### src/sv/rctg_pkg.sv
package rctg_pkg;

  localparam int unsigned TIMEOUT_RESET = 1000;
  localparam int unsigned GAP_RESET     = 100;

  localparam logic [7:0] CFG_TIMEOUT = 8'd0;
  localparam logic [7:0] CFG_GAP     = 8'd1;

  typedef enum logic [1:0] {
    FUNC_START  = 2'd0,
    FUNC_BYTE   = 2'd1,
    FUNC_TICK   = 2'd2,
    FUNC_LINKER = 2'd3
  } func_t;

  typedef enum logic [1:0] {
    STATUS_COMPLETE = 2'd0,
    STATUS_SHORT    = 2'd1,
    STATUS_LINK_ERR = 2'd2
  } status_t;

  typedef struct packed {
    func_t      func;
    logic [7:0] min_bytes;
    logic [7:0] max_bytes;
    logic [7:0] rx_byte;
  } in_item_t;

  typedef struct packed {
    status_t    status;
    logic [7:0] out_byte;
    logic       byte_valid;
    logic [6:0] byte_count;
    logic       last;
  } out_item_t;

  typedef enum logic [1:0] {
    OUT_BYTE  = 2'd0,
    OUT_EMPTY = 2'd1,
    OUT_ERROR = 2'd2
  } out_kind_t;

  typedef struct packed {
    logic      start;
    logic      push;
    logic      tick;
    logic      rd_clear;
    logic      rd_next;
    logic      out_load;
    out_kind_t out_kind;
  } cmd_t;

  typedef struct packed {
    logic lim_zero;
    logic end_cond;
    logic fill_zero;
    logic last_byte;
    logic out_free;
  } sts_t;

endpackage

### src/sv/rctg_ctrl.sv
module rctg_ctrl (
  input  logic              clk,
  input  logic              rst_n,
  input  logic              in_valid,
  input  rctg_pkg::func_t   in_func,
  input  rctg_pkg::sts_t    sts,
  output logic              in_stall,
  output rctg_pkg::cmd_t    cmd
);
  import rctg_pkg::*;

  typedef enum logic [2:0] {
    S_IDLE,
    S_COLLECT,
    S_CHECK,
    S_READ,
    S_EMIT,
    S_EMPTY,
    S_ERROR
  } state_t;

  state_t state_r;
  state_t state_nxt;
  logic   accept;

  assign in_stall = !((state_r == S_IDLE) || (state_r == S_COLLECT));
  assign accept   = in_valid && !in_stall;

  always_comb begin
    state_nxt    = state_r;
    cmd          = '0;
    cmd.out_kind = OUT_BYTE;
    unique case (state_r)
      S_IDLE: begin
        if (accept && (in_func == FUNC_START)) begin
          cmd.start = 1'b1;
          if (!sts.lim_zero) begin
            state_nxt = S_COLLECT;
          end
        end
      end
      S_COLLECT: begin
        if (accept) begin
          unique case (in_func)
            FUNC_START: begin
            end
            FUNC_BYTE: begin
              cmd.push  = 1'b1;
              state_nxt = S_CHECK;
            end
            FUNC_TICK: begin
              cmd.tick  = 1'b1;
              state_nxt = S_CHECK;
            end
            FUNC_LINKER: begin
              state_nxt = S_ERROR;
            end
            default: begin
            end
          endcase
        end
      end
      S_CHECK: begin
        if (sts.end_cond) begin
          cmd.rd_clear = 1'b1;
          state_nxt    = sts.fill_zero ? S_EMPTY : S_READ;
        end else begin
          state_nxt = S_COLLECT;
        end
      end
      S_READ: begin
        state_nxt = S_EMIT;
      end
      S_EMIT: begin
        if (sts.out_free) begin
          cmd.out_load = 1'b1;
          cmd.out_kind = OUT_BYTE;
          cmd.rd_next  = 1'b1;
          state_nxt    = sts.last_byte ? S_IDLE : S_READ;
        end
      end
      S_EMPTY: begin
        if (sts.out_free) begin
          cmd.out_load = 1'b1;
          cmd.out_kind = OUT_EMPTY;
          state_nxt    = S_IDLE;
        end
      end
      S_ERROR: begin
        if (sts.out_free) begin
          cmd.out_load = 1'b1;
          cmd.out_kind = OUT_ERROR;
          state_nxt    = S_IDLE;
        end
      end
      default: begin
        state_nxt = S_IDLE;
      end
    endcase
  end

  always_ff @(posedge clk) begin
    if (!rst_n) begin
      state_r <= S_IDLE;
    end else begin
      state_r <= state_nxt;
    end
  end

endmodule

### src/sv/rctg_dp.sv
module rctg_dp #(
  parameter int MAX_RESPONSE = 64
) (
  input  logic                clk,
  input  logic                rst_n,
  input  rctg_pkg::in_item_t  in_data,
  input  rctg_pkg::cmd_t      cmd,
  input  logic                cfg_wr,
  input  logic [7:0]          cfg_index,
  input  logic [15:0]         cfg_data,
  input  logic                out_stall,
  output logic                out_valid,
  output rctg_pkg::out_item_t out_data,
  output rctg_pkg::sts_t      sts
);
  import rctg_pkg::*;

  localparam int IDX_W = (MAX_RESPONSE > 1) ? $clog2(MAX_RESPONSE) : 1;

  logic [15:0] timeout_r;
  logic [15:0] gap_r;
  logic [7:0]  need_r;
  logic [6:0]  limit_r;
  logic [6:0]  fill_r;
  logic [15:0] since_start_r;
  logic [15:0] since_last_r;
  logic [7:0]  store_mem [MAX_RESPONSE];
  logic [IDX_W-1:0] rd_idx_r;
  logic [7:0]  rd_data_r;
  logic        out_valid_r;
  out_item_t   out_data_r;

  logic [7:0]  lim_raw;
  logic [6:0]  lim;
  logic        can_store;
  status_t     resp_status;
  out_item_t   out_nxt;

  assign lim_raw = (in_data.max_bytes < in_data.min_bytes) ? in_data.min_bytes
                                                           : in_data.max_bytes;
  assign lim = (lim_raw > 8'(MAX_RESPONSE)) ? 7'(MAX_RESPONSE) : lim_raw[6:0];
  assign can_store = (fill_r < limit_r) && (fill_r < 7'(MAX_RESPONSE));
  assign resp_status = ({1'b0, fill_r} >= need_r) ? STATUS_COMPLETE : STATUS_SHORT;

  assign sts.lim_zero  = (lim == 7'd0);
  assign sts.end_cond  = (fill_r >= limit_r) ||
                         ((since_start_r >= timeout_r) &&
                          ((fill_r == 7'd0) || (since_last_r >= gap_r)));
  assign sts.fill_zero = (fill_r == 7'd0);
  assign sts.last_byte = ((7'(rd_idx_r) + 7'd1) == fill_r);
  assign sts.out_free  = !out_valid_r || !out_stall;

  always_comb begin
    out_nxt = '0;
    unique case (cmd.out_kind)
      OUT_BYTE: begin
        out_nxt.status     = resp_status;
        out_nxt.out_byte   = rd_data_r;
        out_nxt.byte_valid = 1'b1;
        out_nxt.byte_count = fill_r;
        out_nxt.last       = sts.last_byte;
      end
      OUT_EMPTY: begin
        out_nxt.status = resp_status;
        out_nxt.last   = 1'b1;
      end
      OUT_ERROR: begin
        out_nxt.status = STATUS_LINK_ERR;
        out_nxt.last   = 1'b1;
      end
      default: begin
        out_nxt.status = STATUS_LINK_ERR;
        out_nxt.last   = 1'b1;
      end
    endcase
  end

  always_ff @(posedge clk) begin
    if (!rst_n) begin
      timeout_r     <= 16'(TIMEOUT_RESET);
      gap_r         <= 16'(GAP_RESET);
      need_r        <= '0;
      limit_r       <= '0;
      fill_r        <= '0;
      since_start_r <= '0;
      since_last_r  <= '0;
      rd_idx_r      <= '0;
      out_valid_r   <= 1'b0;
    end else begin
      if (cfg_wr && (cfg_index == CFG_TIMEOUT)) begin
        timeout_r <= cfg_data;
      end
      if (cfg_wr && (cfg_index == CFG_GAP)) begin
        gap_r <= cfg_data;
      end
      if (cmd.start) begin
        need_r        <= in_data.min_bytes;
        limit_r       <= lim;
        fill_r        <= '0;
        since_start_r <= '0;
        since_last_r  <= '0;
      end
      if (cmd.push && can_store) begin
        fill_r       <= fill_r + 7'd1;
        since_last_r <= '0;
      end
      if (cmd.tick) begin
        if (since_start_r != 16'hFFFF) begin
          since_start_r <= since_start_r + 16'd1;
        end
        if (since_last_r != 16'hFFFF) begin
          since_last_r <= since_last_r + 16'd1;
        end
      end
      if (cmd.rd_clear) begin
        rd_idx_r <= '0;
      end else if (cmd.rd_next) begin
        rd_idx_r <= rd_idx_r + 1'b1;
      end
      if (cmd.out_load) begin
        out_valid_r <= 1'b1;
      end else if (!out_stall) begin
        out_valid_r <= 1'b0;
      end
    end
  end

  always_ff @(posedge clk) begin
    if (cmd.push && can_store) begin
      store_mem[fill_r[IDX_W-1:0]] <= in_data.rx_byte;
    end
    rd_data_r <= store_mem[rd_idx_r];
    if (cmd.out_load) begin
      out_data_r <= out_nxt;
    end
  end

  assign out_valid = out_valid_r;
  assign out_data  = out_data_r;

endmodule

### src/sv/response_collector_timeout_gap.sv
// A start item is taken on acceptance; a received byte or tick is accepted and then goes through the end check.
// A link error result is loaded from the error state once the output is free.
// Readout of a response alternates read and emit states for each byte, as the store read port is registered.
// Input is stalled from the end check, or from a link error, until the last result is loaded into the output register.
// Reset is synchronous and active low: control state clears, timeout is 1000 and gap is 100.
// The response store is not cleared; only bytes of the current response are read.
module response_collector_timeout_gap #(
  parameter int MAX_RESPONSE = 64
) (
  input  logic                clk,
  input  logic                rst_n,
  input  logic                in_valid,
  output logic                in_stall,
  input  rctg_pkg::in_item_t  in_data,
  output logic                out_valid,
  input  logic                out_stall,
  output rctg_pkg::out_item_t out_data,
  input  logic                cfg_valid,
  output logic                cfg_ready,
  input  logic [7:0]          cfg_index,
  input  logic [15:0]         cfg_data
);
  import rctg_pkg::*;

  cmd_t cmd;
  sts_t sts;
  logic cfg_wr;

  assign cfg_ready = 1'b1;
  assign cfg_wr    = cfg_valid && cfg_ready;

  rctg_ctrl u_ctrl (
    .clk      (clk),
    .rst_n    (rst_n),
    .in_valid (in_valid),
    .in_func  (in_data.func),
    .sts      (sts),
    .in_stall (in_stall),
    .cmd      (cmd)
  );

  rctg_dp #(
    .MAX_RESPONSE (MAX_RESPONSE)
  ) u_dp (
    .clk       (clk),
    .rst_n     (rst_n),
    .in_data   (in_data),
    .cmd       (cmd),
    .cfg_wr    (cfg_wr),
    .cfg_index (cfg_index),
    .cfg_data  (cfg_data),
    .out_stall (out_stall),
    .out_valid (out_valid),
    .out_data  (out_data),
    .sts       (sts)
  );

endmodule
### config.mk
export PLATFORM = sky130hd
export DESIGN_NAME = response_collector_timeout_gap
export DESIGN_NICKNAME = d
export VERILOG_FILES = /design/src/sv/rctg_pkg.sv /design/src/sv/rctg_ctrl.sv /design/src/sv/rctg_dp.sv /design/src/sv/response_collector_timeout_gap.sv
export SDC_FILE = /design/constraint.sdc
export NUM_CORES = 1
export LEC_CHECK = 0
export BUFFER_PORTS_ARGS = -buffer_cell sky130_fd_sc_hd__buf_2
export CORE_ASPECT_RATIO = 0.7
export CORE_UTILIZATION = 50
export DETAILED_ROUTE_END_ITERATION = 12
export PLACE_DENSITY = 0.63
export SETUP_SLACK_MARGIN = 0.02
export SYNTH_ARGS = -nofsm -noshare
export SYNTH_HDL_FRONTEND = slang
export SYNTH_HIERARCHICAL = 1
export SYNTH_SLANG_ARGS = --single-unit
### constraint.sdc
create_clock -name clk -period 3.11 [get_ports clk]
set_input_delay 0.7775 -clock clk [delete_from_list [all_inputs] [get_ports clk]]
set_output_delay 0.7775 -clock clk [all_outputs]
set_load 0.1 [all_outputs]
==> flow_summary_export.csv, run 1 <==
group,metric,value,unit
status,outcome,"complete, no violations",
cells_and_area,diodes,0,
timing,maxSlewViolCount,0,
timing,rsz0062_at_grt,"no",
setup_path,setup.worst_path.end_class,"flip-flop",
drt,routed_via_density,5.99,
yosys,syn-cell-area,0.0264,mm²
cells_and_area,area_growth,15.1,%
yosys,synth-async-reset-ratio,0,%
timing,fin_tns_setup,0,ns
pwr,leakage,10.3,nW
drt,drt-pass1-iter-count,5,
yosys,synth_edf_count,531,
setup_path,r2r-start,"u_dp/limit_r[4]",
setup_path,rrSetupSlack,0.31,ns
cells_and_area,fin_cells,2547,
yosys,synth_warnings,6,
clocking,h-tree-depth,2,
setup_path,ff2ff_path_depth,10,
min_path,whs_endpoint,"u_dp/timeout_r[7]",
floorplan,start_util,50.6,%
yosys,synth.distinct_cells,71,
timing,post-route-min-period,2.80,ns
cells_and_area,num-fill-cells,3995,
clocking,cts_hold_buf,0,
cells_and_area,nets,1930,
pwr,vdd.ir_drop.worst,0.511,mV
floorplan,fp.dieArea,0.0538,mm²
setup_path,reg2reg_to,"u_dp/store_mem[62][2]",
yosys,synthCells,1627,
pwr,power.net_switching,0.00351,W
cells_and_area,drive_gt1_share,24.6,%
timing,post-route-period-util,90.1,%
timing,max_slew_margin,36.3,%
pwr,clkPwrFrac,42.8,%
placed_design,port_buffers,75,
min_path,min_path_cells,3,
placed_design,hpwl,42000,µm
pwr,internal-power,0.0134,W
min_path,hp-class,"primary input to flip-flop",
flow_run,cap_violations,0,
grt,grt_max_degree,66,
timing,worstMarginPinSlew,0.951,ns
grt,grt-ovfl-total,0,
clocking,cts_tree,"built",
drt,detail-route-antenna-nets,0,
clocking,max-clock-path-buffers,3,
setup_path,path_max_fanout,8,
clocking,cts_root_buffer,"clkbuf_16",
drt,wl,64800,µm
setup_path,startpoint_type,"flip-flop",
floorplan,core.rowCount,70,
yosys,synth_top_cell_by_area,"edfxtp_1",
floorplan,io_pins,77,
timing,fmax,357,MHz
floorplan,die_h,194,µm
yosys,synth_top_area_share,60.4,%
floorplan,fp.coreArea,0.0522,mm²
timing,finalSetupViolations,0,
min_path,hold_start,"cfg_data[7]",
yosys,avgSynthCellArea,16.2,µm²
clocking,numCtsBuffers,58,
pwr,p_comb_share,2.7,%
clocking,cts.clk_slew.worst_paths,0.06,ns
grt,antenna_found_initial,0,
floorplan,fp.dieW,277,µm
pwr,power,0.0169,W
yosys,syn-num-nets,1744,
setup_path,worstPathRequired,3.43,ns
yosys,ys_seq_area_share,68.3,%
yosys,synthFlopType,"edfxtp_1",
setup_path,worstPathArrival,3.12,ns
grt,grt_pass1_vias,15000,
yosys,synth-seq-cells,635,
timing,skew,0.0233,ns
pwr,sequentialPowerShare,54.5,%
timing,final_hold_viol_count,0,
drt,vias,15300,
grt,grt_pass1_wl,96700,µm
clocking,clk_latency,0.63,ns
grt,grt.total_usage,24.5,%
placed_design,place_inst,2437,
setup_path,critical_path_class,"flip-flop to flip-flop",
clocking,clkSinkCount,635,
yosys,yosys-top-cells-area,"edfxtp_1, mux4_2, dfxtp_1",
drt,wl_per_cell,25.4,µm
drt,drtIter0Drc,1535,
drt,route.detailed.drc,0,
pwr,switching_share,20.7,%
placed_design,routabilityCongestion,0.893,
pwr,power_per_cell_area,557,mW/mm²
registers in the layout, indices dropped and copies added, names as in the netlist, 8 cells and up:
register and cells:
u_dp/out_data 19, u_dp/since_start_r 16, u_dp/since_last_r 16, u_dp/need_r 8, u_dp/rd_data_r 8, u_dp/gap_r 16
u_dp/timeout_r 16, u_dp/store_mem 512
worst max-delay path by stage:
stage / cells after the start / startpoint / endpoint
finish: 10 / u_dp/limit_r[4] / u_dp/store_mem[62][2]
global route: 12 / u_dp/since_last_r[0] / u_dp/rd_idx_r[5]
CTS: 12 / u_dp/since_last_r[0] / u_dp/rd_idx_r[5]
detailed placement: 10 / in_data[25] / u_dp/store_mem[22][5]
global placement: 11 / in_data[25] / u_dp/store_mem[43][6]
floorplan: 8 / in_data[25] / u_dp/store_mem[17][0]
Yosys cell counts, types with 3 or more instances:
cell / instances
edfxtp_1: 531
nor2_1: 152
mux4_2: 128
dfxtp_1: 104
inv_1: 65
ha_1: 62
nand2_1: 62
clkbuf_1: 42
a22oi_1: 40
a21oi_1: 39
mux2i_1: 38
o21ai_0: 26
nand3_1: 23
buf_2: 19
a221oi_1: 17
a22o_1: 17
and2_1: 17
nor3_1: 17
nand4_1: 14
xnor2_1: 13
a211oi_1: 12
o211ai_1: 12
xor2_1: 12
a21o_1: 10
and4_1: 9
nand2b_1: 9
nor2b_1: 9
and3_1: 8
buf_1: 8
buf_4: 8
buf_6: 8
o221ai_1: 8
o31ai_1: 8
or3_1: 8
a31oi_1: 7
nand3b_1: 6
o21ai_1: 6
nand3_2: 4
nor4_1: 4
nor3b_1: 3
nor4b_1: 3
critical path: stages (launching register included):
cell and delay [ns]:
dfxtp_1 0.34, inv_1 0.05, ha_1 0.30, a21oi_1 0.13
o21ai_1 0.17, or4b_4 0.57, nor3_4 0.25, nand3_1 0.18
buf_4 0.21, nor2_1 0.12, buf_4 0.19
cell type report:
| type | count | area [µm²] | share of cell area (%) |
|---|---|---|---|
| inverters | 65 | 244 | 0.803 |
| multi-input cells | 842 | 7720 | 25.4 |
| repair buffers | 211 | 1630 | 5.35 |
| clock inverters | 43 | 414 | 1.36 |
| well taps | 684 | 856 | 2.81 |
| flip-flops and latches | 635 | 18000 | 59.3 |
| clock buffers | 67 | 1510 | 4.95 |
logic make-up after synthesis:
| logic type | Yosys count | synth area share [%] |
|---|---|---|
| AOI/OAI and AO/OA | 226 | 6.11 |
| and+or+nand+nor | 361 | 6.88 |
| muxes | 167 | 12.4 |
| other | 1 | 0.0142 |
| xor gates and xnor gates | 25 | 0.829 |
| adders and majority gates | 62 | 2.94 |
| DFF | 635 | 68.3 |
| buffers and inverters | 150 | 2.56 |
stage by stage:
step / hold slack [ns] / area, µm² / util, % / setup WS (ns)
final: 0.394 / 30400 / 58.2 / 0.309
after global routing: 0.379 / 30400 / 58.2 / 0.0226
after CTS: 0.359 / 30400 / 58.2 / 0.232
after detailed placement: 0.470 / 28500 / 54.6 / 0.0509
after global placement: 0.468 / 28500 / 54.6 / 0.0367
after floorplan: 0.445 / 26400 / - / 0.203
power by group through the flow:
| stage | Combinational [W] | Clock, W | Sequential, W |
|---|---|---|---|
| 2_1_floorplan | 0.000180 | 0 | 0.00941 |
| 3_3_place_gp | 0.000457 | 0 | 0.00940 |
| 3_5_place_dp | 0.000464 | 0 | 0.00940 |
| 4_1_cts | 0.000464 | 0.00737 | 0.00922 |
| 5_1_grt | 0.000504 | 0.00766 | 0.00921 |
| 6_report | 0.000462 | 0.00725 | 0.00922 |
placed cells by master (no fill, tap or decap), drive strengths merged, types with 9 or more instances in the layout:
cell / n
dfxtp: 104
mux4: 128
nand2b: 9
and4: 11
clkinv: 30
nand3: 27
xnor2: 13
a22o: 17
mux2i: 38
xor2: 12
nand2: 62
a21oi: 40
nand4: 17
nor3: 18
a21o: 10
buf: 211
o31ai: 9
a221oi: 17
nor2b: 9
clkbuf: 67
inv: 69
nor2: 154
a22oi: 40
o211ai: 13
o21ai: 34
ha: 62
a211oi: 13
and2: 17
edfxtp: 531
routing by layer:
| metal | GRT usage (%) | up-vias | share of wire (%) |
|---|---|---|---|
| met5 | 0 | - | 0 |
| met4 | 5.68 | 0 | 1.8 |
| met3 | 6.89 | 80 | 9.7 |
| met2 | 33.7 | 653 | 42 |
| met1 | 38.3 | 7757 | 47 |
| li1 | - | 6776 | - |
what timing repair did:
item / 4_1_cts / 5_1_grt
setup buffers: 0 / 0
endpoints found under the setup margin: 0 / 6
gates resized for setup: 0 / 1
Power figures use the tool's default switching activity.
==> run 2: changes to the inputs <==
- GPL_TIMING_DRIVEN: not set -> 0
==> run 2 against run 1 <==
  * Global-route usage fell by 0.40 points
  * Sequential power barely moved
  * Worst setup slack got worse by 0.25 ns
  * Utilization increased by 0.86 points
  * Non-clock buffer count shrank 8
  * Clock-buffer cell count increased by 8
  * Sequential cell count stayed put
  * Hold slack improved by 0.015 ns
  * Highest routed layer unchanged
  * Clock power shrank 0.8%
  * First-iteration DRC count is 8.1% higher
  * Register-to-register slack worse by 0.25 ns
==> flow_summary_export.csv, run 2 (synthesized netlist as in run 1, its figures left out) <==
group,metric,value,unit
pwr,vdd.ir_drop.worst,0.473,mV
timing,max_slew_margin,12.8,%
drt,detail-route-antenna-nets,0,
flow_run,cap_violations,0,
drt,drt-pass1-iter-count,7,
grt,grtUsageMet2,33.5,%
setup_path,r2r-start,"u_dp/rd_idx_r[1]",
setup_path,max_stage_delay,0.59,ns
grt,use_met1,38.3,%
clocking,h-tree-depth,2,
clocking,max-clock-path-buffers,3,
timing,skew,0.0203,ns
drt,routed_via_density,6.04,
clocking,cts_tree,"built",
cells_and_area,mostFrequentLayoutCell,"edfxtp_1",
setup_path,worst-path-buf-inv,3,
grt,grt-ovfl-total,0,
cells_and_area,num-fill-cells,3953,
grt,grt_max_degree,65,
floorplan,fp.dieArea,0.0538,mm²
cells_and_area,most-common-layout-cells,"edfxtp_1, mux4_2, dfxtp_1",
cells_and_area,diodes,0,
setup_path,rrSetupSlack,0.06,ns
timing,final_hold_viol_count,0,
timing,fmax,328,MHz
drt,wl,64200,µm
min_path,min_path_cells,3,
clocking,clk_latency,0.62,ns
timing,maxSlewViolCount,0,
setup_path,reg2reg_to,"u_dp/rd_data_r[6]",
setup_path,worstPathArrival,3.50,ns
setup_path,critical_path_class,"flip-flop to flip-flop",
min_path,hp-class,"primary input to flip-flop",
pwr,power_per_cell_area,546,mW/mm²
setup_path,crit_family,"buffers and inverters",
grt,grt_pass1_vias,14900,
pwr,leakage,10.2,nW
drt,route.detailed.drc,0,
grt,grt-busiest-layer,"met1",
floorplan,fp.coreArea,0.0522,mm²
drt,vias,15300,
min_path,whs_endpoint,"u_dp/gap_r[5]",
floorplan,core.rowCount,70,
clocking,clkSinkCount,635,
floorplan,die_h,194,µm
placed_design,routabilityCongestion,0.923,
setup_path,slowest_stage,"clkbuf_1",
setup_path,startpoint_type,"flip-flop",
setup_path,path_max_fanout,10,
timing,post-route-min-period,3.05,ns
clocking,cts.clk_slew.worst_paths,0.06,ns
placed_design,port_buffers,75,
cells_and_area,postLayoutCellArea,0.0308,mm²
setup_path,setup.worst_path.end_class,"flip-flop",
grt,grt_pass1_wl,95300,µm
cells_and_area,utilization,59.1,%
min_path,hold_start,"cfg_data[5]",
setup_path,worstPathRequired,3.56,ns
cells_and_area,largest_register_ffs,512,
timing,finalSetupViolations,0,
placed_design,hpwl,42500,µm
cells_and_area,drive_gt1_share,25.7,%
floorplan,io_pins,77,
drt,drtIter0Drc,1659,
timing,rsz0062_at_grt,"yes",
floorplan,start_util,50.6,%
timing,post-route-period-util,98.0,%
clocking,numCtsBuffers,59,
setup_path,cp_cell_sequence,"clkbuf_1 -> buf_2 -> clkbuf_1 -> mux4_2 -> a22oi_1 -> nand2_1 -> a22oi_1 -> o221ai_1",
clocking,cts_root_buffer,"clkbuf_16",
timing,worstMarginPinSlew,1.31,ns
cells_and_area,area_growth,16.8,%
grt,grt.total_usage,24.1,%
grt,antenna_found_initial,0,
status,outcome,"complete, no violations",
floorplan,fp.dieW,277,µm
setup_path,ff2ff_path_depth,8,
placed_design,placed_cell_area,0.0277,mm²
drt,wl_per_cell,25.3,µm
setup_path,crit_start,"u_dp/rd_idx_r[1]",
grt,grt_use_met3,5.23,%
cells_and_area,nets,1923,
[run 2: cell types whose count changed in the layout (fill, tap and decap cells not counted), moves of 3 or more]
cell	delta
buf_4	-100
buf_2	+21
nand3_2	-4
nor2_1	-62
nor2_4	+62
bufinv_16	-3
clkbuf_8	+7
buf_6	+9
nand3_4	+5
buf_12	+12
clkbuf_1	+38
clkinv_1	-5
buf_1	+8
[run 2: per-layer routing]
metal,vias up,wire (µm)
met5,-,0
met4,0,1060
met3,72,5600
met2,610,27300
met1,7880,30300
li1,6774,-
[run 2: how the worst max path moves through the flow]
stage	endpoint	cells past startpoint
3_3_place_gp	u_dp/store_mem[30][2]	8
2_1_floorplan	u_dp/store_mem[17][0]	8
5_1_grt	u_dp/store_mem[62][7]	10
3_5_place_dp	u_dp/store_mem[30][2]	8
6_report	u_dp/rd_data_r[6]	8
4_1_cts	u_dp/store_mem[39][6]	7
[run 2: where the power goes]
| part | total, W | switching [W] | internal [W] | leakage (nW) |
|---|---|---|---|---|
| registers | 0.00923 | 0.0000106 | 0.00922 | 5.61 |
| logic | 0.000420 | 0.000303 | 0.000117 | 3.60 |
| clock network | 0.00719 | 0.00312 | 0.00407 | 0.950 |
| total | 0.0168 | 0.00344 | 0.0134 | 10.2 |
[run 2: cell type report]
type	count	area, µm²	area share (%)
inverters	65	244	0.791
clock inverters	33	283	0.917
well taps	684	856	2.77
plain buffers	84	438	1.42
flip-flops and latches	635	18000	58.4
clock buffers	75	1650	5.35
multi-input cells	842	8260	26.8
repair buffers	119	1090	3.53
[run 2: worst register-to-register path: stages, from the launching register on]
cell and delay (ns):
dfxtp_1 0.39, clkbuf_1 0.24, buf_2 0.36, clkbuf_1 0.60, mux4_2 0.41, a22oi_1 0.28, nand2_1 0.10, a22oi_1 0.27
o221ai_1 0.22
[run 2: what timing repair did]
item | CTS | global route
setup endpoints to repair | 531 | 457
hold buffers | 0 | 0
gates cloned | 0 | 0
pin swaps | 16 | 23
resized for setup | 129 | 22
buffers inserted | 25 | 18
[run 2: per-stage QoR]
stage | cells | setup TNS [ns] | power, W | worst slack (ns) | hold WS (ns)
floorplan | 1627 | 0 | 0.00959 | 0.203 | 0.445
global placement | 2386 | -295.60 | 0.00981 | -0.892 | 0.468
detailed placement | 2387 | -302.97 | 0.00982 | -0.895 | 0.470
CTS | 2519 | -3.48 | 0.0170 | -0.110 | 0.379
global route | 2537 | 0 | 0.0173 | 0.00873 | 0.402
finish | 2537 | 0 | 0.0168 | 0.0623 | 0.409
==> run 3: changes to the inputs <==
- CELL_PAD_IN_SITES_DETAIL_PLACEMENT: not set -> 1
- CELL_PAD_IN_SITES_GLOBAL_PLACEMENT: not set -> 1
- PLACE_DENSITY: 0.63 -> 0.72
==> run 3 against run 2 <==
  * The flow now finishes with violations (setup timing)
  * First-iteration DRC count shrank 14%
  * Worst setup slack got worse by 0.15 ns
  * Hold slack lost 0.011 ns
  * Largest power group unchanged
  * Highest routed layer unchanged
  * Non-clock buffer count up 2
  * Register-to-register slack worse by 0.15 ns
  * Clock skew fell by 0.00085 ns
  * Sequential power about the same
==> flow_summary_export.csv, run 3 (synthesized netlist as in run 1, its figures left out) <==
group,metric,value,unit
status,outcome,"finished, violations left",
status,violations,"setup timing",
pwr,vdd.ir_drop.worst,0.475,mV
setup_path,worstPathArrival,3.45,ns
drt,wl_per_cell,27.9,µm
timing,finalSetupViolations,36,
timing,fmax,313,MHz
pwr,leakage,10.2,nW
timing,setup_slack,-0.0865,ns
floorplan,core.rowCount,70,
floorplan,start_util,50.6,%
setup_path,setup.worst_path.end_class,"flip-flop",
grt,grt_pass1_vias,16100,
pwr,internal-power,0.0137,W
cells_and_area,multi_input_area,0.00824,mm²
pwr,sequentialPowerShare,53.6,%
cells_and_area,drive_gt1_share,26.0,%
drt,route.detailed.drc,0,
clocking,max-clock-path-buffers,3,
clocking,cts_hold_buf,0,
timing,worstMarginPinSlew,1.35,ns
drt,drtIter0Drc,1429,
cells_and_area,num-fill-cells,4725,
pwr,clkPwrFrac,43.9,%
timing,post-route-period-util,103,%
cells_and_area,mostFrequentLayoutCell,"edfxtp_1",
setup_path,r2r-start,"u_dp/fill_r[4]",
timing,post-route-min-period,3.20,ns
setup_path,reg2reg_to,"u_dp/store_mem[47][0]",
pwr,p_comb_share,2.5,%
clocking,cts_tree,"built",
drt,wl,71100,µm
timing,maxSlewViolCount,0,
pwr,power.net_switching,0.00357,W
setup_path,path_max_fanout,9,
timing,skew,0.0195,ns
clocking,clk_latency,0.63,ns
placed_design,port_buffers,75,
cells_and_area,postLayoutCellArea,0.0309,mm²
min_path,min_path_cells,3,
min_path,hold_start,"cfg_data[5]",
cells_and_area,most-common-layout-cells,"edfxtp_1, mux4_2, dfxtp_1",
floorplan,die_h,194,µm
setup_path,ff2ff_path_depth,6,
pwr,switching_share,20.7,%
min_path,whs_endpoint,"u_dp/gap_r[5]",
min_path,hp-class,"primary input to flip-flop",
setup_path,startpoint_type,"flip-flop",
placed_design,routabilityCongestion,0.873,
floorplan,fp.dieW,277,µm
drt,routed_via_density,6.20,
drt,drt-pass1-iter-count,5,
placed_design,placed_cell_area,0.0277,mm²
cells_and_area,ff_latch_area,0.0180,mm²
grt,grt_max_degree,65,
cells_and_area,area_growth,16.9,%
pwr,power_per_cell_area,558,mW/mm²
cells_and_area,largest_register_ffs,512,
clocking,cts_root_buffer,"clkbuf_16",
timing,max_slew_margin,10.1,%
floorplan,fp.dieArea,0.0538,mm²
floorplan,io_pins,77,
setup_path,critical_path_class,"flip-flop to flip-flop",
cells_and_area,nets,1926,
drt,detail-route-antenna-nets,0,
grt,antenna_found_initial,2,
timing,fin_tns_setup,-1.95,ns
grt,grt.total_usage,26.7,%
setup_path,worstPathRequired,3.36,ns
setup_path,rrSetupSlack,-0.09,ns
placed_design,hpwl,46800,µm
timing,rsz0062_at_grt,"yes",
drt,vias,15800,
flow_run,cap_violations,0,
clocking,numCtsBuffers,60,
clocking,cts.clk_slew.worst_paths,0.07,ns
grt,grt_pass1_wl,105000,µm
clocking,h-tree-depth,2,
floorplan,fp.coreArea,0.0522,mm²
timing,final_hold_viol_count,0,
clocking,clkSinkCount,635,
grt,grt-ovfl-total,0,
==> run 3: per-stage QoR <==
step	util [%]	instances	power [W]	hold WS, ns	setup slack [ns]
after detailed placement	53.0	2387	0.00984	0.488	-0.927
after global routing	59.1	2546	0.0177	0.402	-0.213
after floorplan	-	1627	0.00959	0.445	0.203
after CTS	59.0	2542	0.0174	0.372	-0.0239
final	59.1	2546	0.0172	0.398	-0.0865
after global placement	52.9	2386	0.00981	0.471	-0.910
==> run 3: worst max-delay path: stages, from the launching register on <==
cell and delay, ns:
dfxtp_2 0.45, ha_1 0.29, a21oi_1 0.13, o21ai_1 0.15
nor4b_1 0.55, nand3_2 0.57, nor2_2 0.68
==> run 3: how the worst max path moves through the flow <==
stage                                        to         startpoint  cells past startpoint
after floorplan           u_dp/store_mem[17][0]        in_data[25]                      8
after global placement    u_dp/store_mem[57][4]        in_data[25]                      9
after detailed placement  u_dp/store_mem[57][4]        in_data[25]                      9
after CTS                 u_dp/store_mem[23][3]     u_dp/fill_r[4]                      6
after global routing      u_dp/store_mem[47][3]  u_ctrl/state_r[0]                      5
final                     u_dp/store_mem[47][0]     u_dp/fill_r[4]                      6
==> run 3: final cells by class <==
cell class	instances	share of cell area, %
multi-input combinational	842	26.7
timing repair buffer	121	3.33
clock buffer	79	5.33
clock inverter	34	1.22
tap	684	2.77
sequential	635	58.4
inverter	65	0.790
antenna	2	0.0162
buffer	84	1.43
==> run 3: power groups by stage <==
stage	clock network (W)	registers [W]	logic (W)
after floorplan	0	0.00941	0.000180
after global placement	0	0.00941	0.000401
after detailed placement	0	0.00941	0.000424
after CTS	0.00769	0.00923	0.000432
after global routing	0.00798	0.00923	0.000470
final	0.00757	0.00923	0.000433
==> run 3: per-layer routing <==
layer / global-route usage [%] / share of wire (%) / wire [µm] / up-vias
met5: 0 / 0 / 0 / -
met4: 5.21 / 1.5 / 1080 / 0
met3: 4.52 / 6.7 / 4770 / 72
met2: 40.7 / 45 / 32300 / 523
met1: 40.7 / 46 / 33000 / 8397
li1: - / - / - / 6784
==> run 3: timing repair <==
item / 4_1_cts / 5_1_grt
resized for setup: 140 / 13
gates cloned: 0 / 0
endpoints found under the setup margin: 539 / 527
setup buffers: 43 / 2
pin swaps: 27 / 3
